**src/rtl/core/fesr_pkg.sv**
```systemverilog
// Shared types and constants for the friction elastic slip return block.
package fesr_pkg;

  // Field widths
  localparam int MAX_DIM = 3;
  localparam int GAP_W   = 32;
  localparam int LEN_W   = 31;
  localparam int MU_W    = 16;
  localparam int PRS_W   = 32;

  // Internal widths
  localparam int CAP_W      = MU_W + PRS_W;
  localparam int CAP_LO_W   = 24;
  localparam int CAP_HI_W   = CAP_W - CAP_LO_W;
  localparam int MAG_W      = 32;
  localparam int SUM_W      = 64;
  localparam int LSQ_W      = 2 * LEN_W;
  localparam int UNIT_BITS  = 30;
  localparam int U_W        = UNIT_BITS + 1;
  localparam int NUM_W      = MAG_W + 1;
  localparam int DEN_W      = 32;
  localparam int HALF_W     = 5;
  localparam int SQRT_STEPS = SUM_W / 2;
  localparam int DIV_STEPS  = U_W;
  localparam int PH_W       = CAP_HI_W + U_W;
  localparam int PL_W       = CAP_LO_W + U_W;
  localparam int PG_W       = LEN_W + U_W;
  localparam int X_W        = PH_W + 1;
  localparam int MULT_SHIFT = 18;
  localparam int MAGX_W     = X_W - MULT_SHIFT;
  localparam int QUEUE_DEPTH = 4;

  localparam logic [LEN_W-1:0] LEN_RESET = LEN_W'(32'd16777216);

  // Contact status codes
  localparam logic [1:0] ST_INACTIVE = 2'd0;
  localparam logic [1:0] ST_STICK    = 2'd1;
  localparam logic [1:0] ST_SLIP     = 2'd2;

  typedef struct packed {
    logic [GAP_W-1:0] gap_x;
    logic [GAP_W-1:0] gap_y;
    logic [GAP_W-1:0] gap_z;
    logic [MU_W-1:0]  friction_coeff;
    logic [PRS_W-1:0] pressure;
  } in_item_t;

  typedef struct packed {
    logic [GAP_W-1:0] mult_x;
    logic [GAP_W-1:0] mult_y;
    logic [GAP_W-1:0] mult_z;
    logic [GAP_W-1:0] ret_gap_x;
    logic [GAP_W-1:0] ret_gap_y;
    logic [GAP_W-1:0] ret_gap_z;
    logic [1:0]       contact_status;
    logic             overflow;
  } out_item_t;

  // Classified item passed from front to back
  typedef struct packed {
    logic                            active;
    logic [MAX_DIM-1:0][GAP_W-1:0]   gap;
    logic [SUM_W-1:0]                sum;
    logic [CAP_W-1:0]                cap;
    logic [LSQ_W-1:0]                lsq;
  } qent_t;

endpackage

```
**src/rtl/core/fesr_queue.sv**
```systemverilog
// Short FIFO between the front end and the back end.
module fesr_queue (
  input  logic            clk,
  input  logic            rst,
  input  logic            push,
  input  fesr_pkg::qent_t push_data,
  output logic            full,
  input  logic            pop,
  output fesr_pkg::qent_t pop_data,
  output logic            empty
);
  import fesr_pkg::*;

  localparam int AW = $clog2(QUEUE_DEPTH);

  qent_t         mem [QUEUE_DEPTH];
  logic [AW-1:0] wp;
  logic [AW-1:0] rp;
  logic [AW:0]   cnt;
  logic          wr;
  logic          rd;

  assign full     = (cnt == (AW + 1)'(QUEUE_DEPTH));
  assign empty    = (cnt == '0);
  assign wr       = push && !full;
  assign rd       = pop && !empty;
  assign pop_data = mem[rp];

  // Storage
  always_ff @(posedge clk) begin
    if (wr) begin
      mem[wp] <= push_data;
    end
  end

  // Pointers and fill count
  always_ff @(posedge clk) begin
    if (rst) begin
      wp  <= '0;
      rp  <= '0;
      cnt <= '0;
    end else begin
      if (wr) begin
        wp <= wp + AW'(1);
      end
      if (rd) begin
        rp <= rp + AW'(1);
      end
      cnt <= cnt + (AW + 1)'(wr) - (AW + 1)'(rd);
    end
  end

endmodule

```
**config.mk**
```make
export PLATFORM = sky130hd
export DESIGN_NAME = fesr_queue
export DESIGN_NICKNAME = d
export VERILOG_FILES = /design/src/rtl/core/fesr_pkg.sv /design/src/rtl/core/fesr_queue.sv
export SDC_FILE = /design/constraint.sdc
export NUM_CORES = 1
export LEC_CHECK = 0
export ABC_AREA = 1
export BUFFER_PORTS_ARGS = -buffer_cell sky130_fd_sc_hd__buf_2
export CORE_MARGIN = 2
export CORE_UTILIZATION = 40
export DETAILED_ROUTE_END_ITERATION = 8
export GPL_ROUTABILITY_DRIVEN = 0
export HOLD_SLACK_MARGIN = 0.15
export SYNTH_ARGS = -nofsm -noshare
export SYNTH_HDL_FRONTEND = slang
export SYNTH_SLANG_ARGS = --single-unit
export TNS_END_PERCENT = 5
```
**constraint.sdc**
```tcl
create_clock -name clk -period 18.6 [get_ports clk]
set_input_delay 0.93 -clock clk [delete_from_list [all_inputs] [get_ports clk]]
set_output_delay 0.93 -clock clk [all_outputs]
set_load 0.02 [all_outputs]
```
==> results.md <==
Timing:
- Between clock sinks in the finished design, the worst skew comes to ~0.028 ns.
- The number of failing setup endpoints in the final timing report is 0.
- The max-slew headroom at the worst pin is roughly 28%.
- The routed design could run at a clock period as short as around 5.7 ns.
- In the final timing run, aggregate negative setup slack is 0 ns.
- The worst hold margin is between 0.4 and 0.5 ns.
- Dividing the final minimum period by the clock period gives 30.8%.
- The count of endpoints failing hold in the final timing report is 0.
- The max-slew violation count came to 0.
- At the pin with the least slew margin, the transition time is 1.08 ns.
- Based on the critical path, the design can be clocked at up to between 150 and 200 MHz.
- Setup repair after global routing left no endpoint under its margin.

Routing:
- The DRC violation count after routing is 0.
- For this block, the routed nets add up to ~95000 um of wire.
- After detailed routing, the average wire length per cell comes to between 20 and 25 um.
- The initial DRC count is roughly 1600.
- Across all layers, the routed design uses 23800 vias.
- The mean number of vias per cell is between 5 and 6.
- The post-route antenna net violation count is 0.
- The first TritonRoute pass finished after 5 iterations.

CTS:
- The clock slew seen by the registers of the worst setup and hold paths is 0.06 ns.
- The post-CTS repair timing setup buffer count is 0.
- The hold buffer count at cts is 0.
- The number of levels the H-tree was split into is 3.
- Clock tree synthesis found a total of roughly 1100 sinks.
- Post-CTS repair changed the size of 0 cells.
- The buffer cell driving the clock tree root is clkbuf_16.
- No sink is reached through more buffers than the 3 on the longest clock path.
- TritonCTS built the clock tree.
- The clock latency on the worst-skew pair is approximately 0.7 ns.
- The number of buffers added by the clock tree synthesis step is 110.

Yosys:
- Summing every instance area after synthesis gives roughly 40000 um2.
- The post-synthesis cell count is 2689.
- The number of unique standard cell types used by synthesis is 18.
- The number of nets in the synthesized netlist is roughly 3000.
- Counting flops and latches in the post-synthesis netlist gives 1093.
- After synthesis, the mean cell area works out to approximately 15 um2.
- The number of warnings issued by yosys is 0.
- The share of synthesized area occupied by flip-flops and latches is approximately four fifths.

Setup path:
- The signal on the critical path passes through inv_8 -> buf_4 -> buf_4 -> buf_4 -> nor2_1 -> o22ai_1 -> buf_2.
- In this design, the critical path's most frequently occurring cell is buf_4.
- Of all nets on the critical path, the largest fanout is between 100 and 150.
- The slowest stage of the critical path belongs to the cell buf_4.
- The required time of the worst setup path is between 15 and 20 ns.
- Counting both buffers and inverters, the worst setup path holds a total of 5.
- On the worst path, the slowest cell contributes a delay of ~0.9 ns.
- STA classifies the critical path endpoint as an output port.
- The worst setup path category is reg -> out.
- The worst setup path is launched from a flip-flop.
- The worst path arrival time is 4.81 ns.
- On the critical path the largest part of the delay comes from buffers and inverters.

Flow run:
- The total of max-cap violations is 0.

Min path:
- The type of the most critical hold path is in -> reg.

Floorplanning:
- The horizontal die dimension is 322 um.
- The placeable core area is between 100000 and 150000 um2.
- The floorplan die area is a little over 100000 um2.
- After floorplanning, the core was divided into 116 placement rows.
- The number of placed I/O pins is 548.
- The die is around 320 um tall.
- For this configuration, the core starts out at a cell density of between 40% and 50%.

GRT:
- The first global-routing pass estimated approximately 140000 um of wire.
- The number of antenna violations at the first check in global routing is 41.
- The total congestion overflow is 0.
- The combined global-route utilization of all metal layers is about 18%.
- The number of global-route vias before repair is 22700.
- Entering global routing, the biggest net connects roughly 190 pins.

Status:
- The run finished with clean final reports.

Final layout:
- In the final layout, the share of cells above drive strength 1 is between 20 and 25%.
- At the end of the flow, the number of nets in the layout was roughly 3500.
- The finished cells cover approximately 48000 um2.
- Compared with the post-synthesis result, the final layout area differs by 18.0%.

Pwr:
- Dividing total power by cell area gives a power density of 142 nW/um2.
- The maximum VDD drop is 0.0913 mV.
- The completed layout was analyzed and its total power is 6780 uW.
- The analysis attributes to cell leakage a power of 0.0164 uW.

Placement:
- The HPWL after detailed placement is around 54000 um.
- The count of buffers from port buffering is between 500 and 600.
- The placement-stage cell area is 44200 um2.
==> flip-flops by register name, summed over array words and instances, names as in the netlist, named ones only <==
register	count
mem	1084
wp	2
rp	2
cnt	3
==> worst paths after layout <==
| kind | startpoint | endpoint | slack, ns | depth (start not counted) |
|---|---|---|---|---|
| hold / removal | push_data[38] | mem[0][38] | 0.43 | 1 |
| hold reg to reg | rp[0] | rp[0] | 0.50 | 2 |
| setup / recovery | flip-flop | pop_data[219] | 12.86 | 7 |
| setup reg to reg | cnt[1] | mem[3][224] | 14.22 | 7 |
==> worst register-to-register path: stages, from the launching register on <==
cell	delay, ns
dfxtp_1	0.36
nor2_1	0.07
nand2_1	0.18
nand2_1	0.30
nor2_4	0.68
buf_4	0.79
buf_12	0.52
buf_4	1.07
==> cells in the final DEF, fill, tap and decap left out, types with 6 or more instances in the layout <==
| cell | instances |
|---|---|
| clkinv_1 | 25 |
| ha_1 | 6 |
| edfxtp_1 | 1084 |
| clkinv_2 | 24 |
| clkbuf_1 | 20 |
| nand2_1 | 12 |
| clkbuf_16 | 110 |
| buf_2 | 547 |
| o21ai_1 | 210 |
| o21ai_0 | 332 |
| dfxtp_1 | 7 |
| buf_4 | 25 |
| bufinv_16 | 6 |
| diode_2 | 16 |
| inv_1 | 18 |
| nor2_1 | 552 |
| o22ai_1 | 271 |
==> Yosys cell counts <==
cell	number	area, um2
buf_6	6	67.6
fa_1	1	20.0
buf_4	29	218
dfxtp_1	9	180
buf_2	52	260
o22ai_1	271	1700
ha_1	6	75.1
o21ai_1	210	1050
nand3_1	4	20.0
a21oi_1	5	25.0
inv_1	18	67.6
nor2_1	556	2090
o21ai_0	332	1660
clkinv_1	1	3.75
inv_2	1	3.75
clkbuf_1	92	345
nand2_1	12	45.0
edfxtp_1	1084	32600
==> per-layer routing <==
metal	part of all wire, %	wire [um]	global-route usage (%)
met1	40	38400	21.9
met2	47	44800	28.5
met3	9.5	9040	7.05
met4	2.6	2470	5.41
met5	0.30	284	0
==> cell type report <==
cell class                      instances  area (um2)
Clock buffer                          130        2830
Fill cell                            8743       52500
Antenna cell                           16        40.0
Timing Repair Buffer                  577        3030
Tap cell                             1298        1620
Multi-Input combinational cell       1397        6710
Sequential cell                      1093       32700
Clock inverter                         68         577
Inverter                               20        90.1
==> cells by family after synthesis <==
group | count (synthesis) | synth area share, %
DFF | 1093 | 81.1
and+or+nand+nor | 572 | 5.33
adders and majority gates | 7 | 0.236
AOI/OAI and AO/OA | 818 | 11.0
buffers and inverters | 199 | 2.39
==> stage by stage <==
step                      instances  util (%)  setup slack [ns]
after global placement         4385      44.1             13.52
after CTS                      4583      47.5             12.67
after global routing           4591      47.5             12.39
after floorplan                2689         -              5.42
after detailed placement       4385      44.1             13.43
final                          4599      47.6             12.86
==> power breakdown <==
group / internal, uW / total [uW] / switching [uW]
Combinational: 433 / 1640 / 1200
Clock: 1170 / 2080 / 908
Sequential: 3000 / 3060 / 62.4
Total: 4600 / 6780 / 2170
No activity file was read; power rests on OpenSTA's default activity.
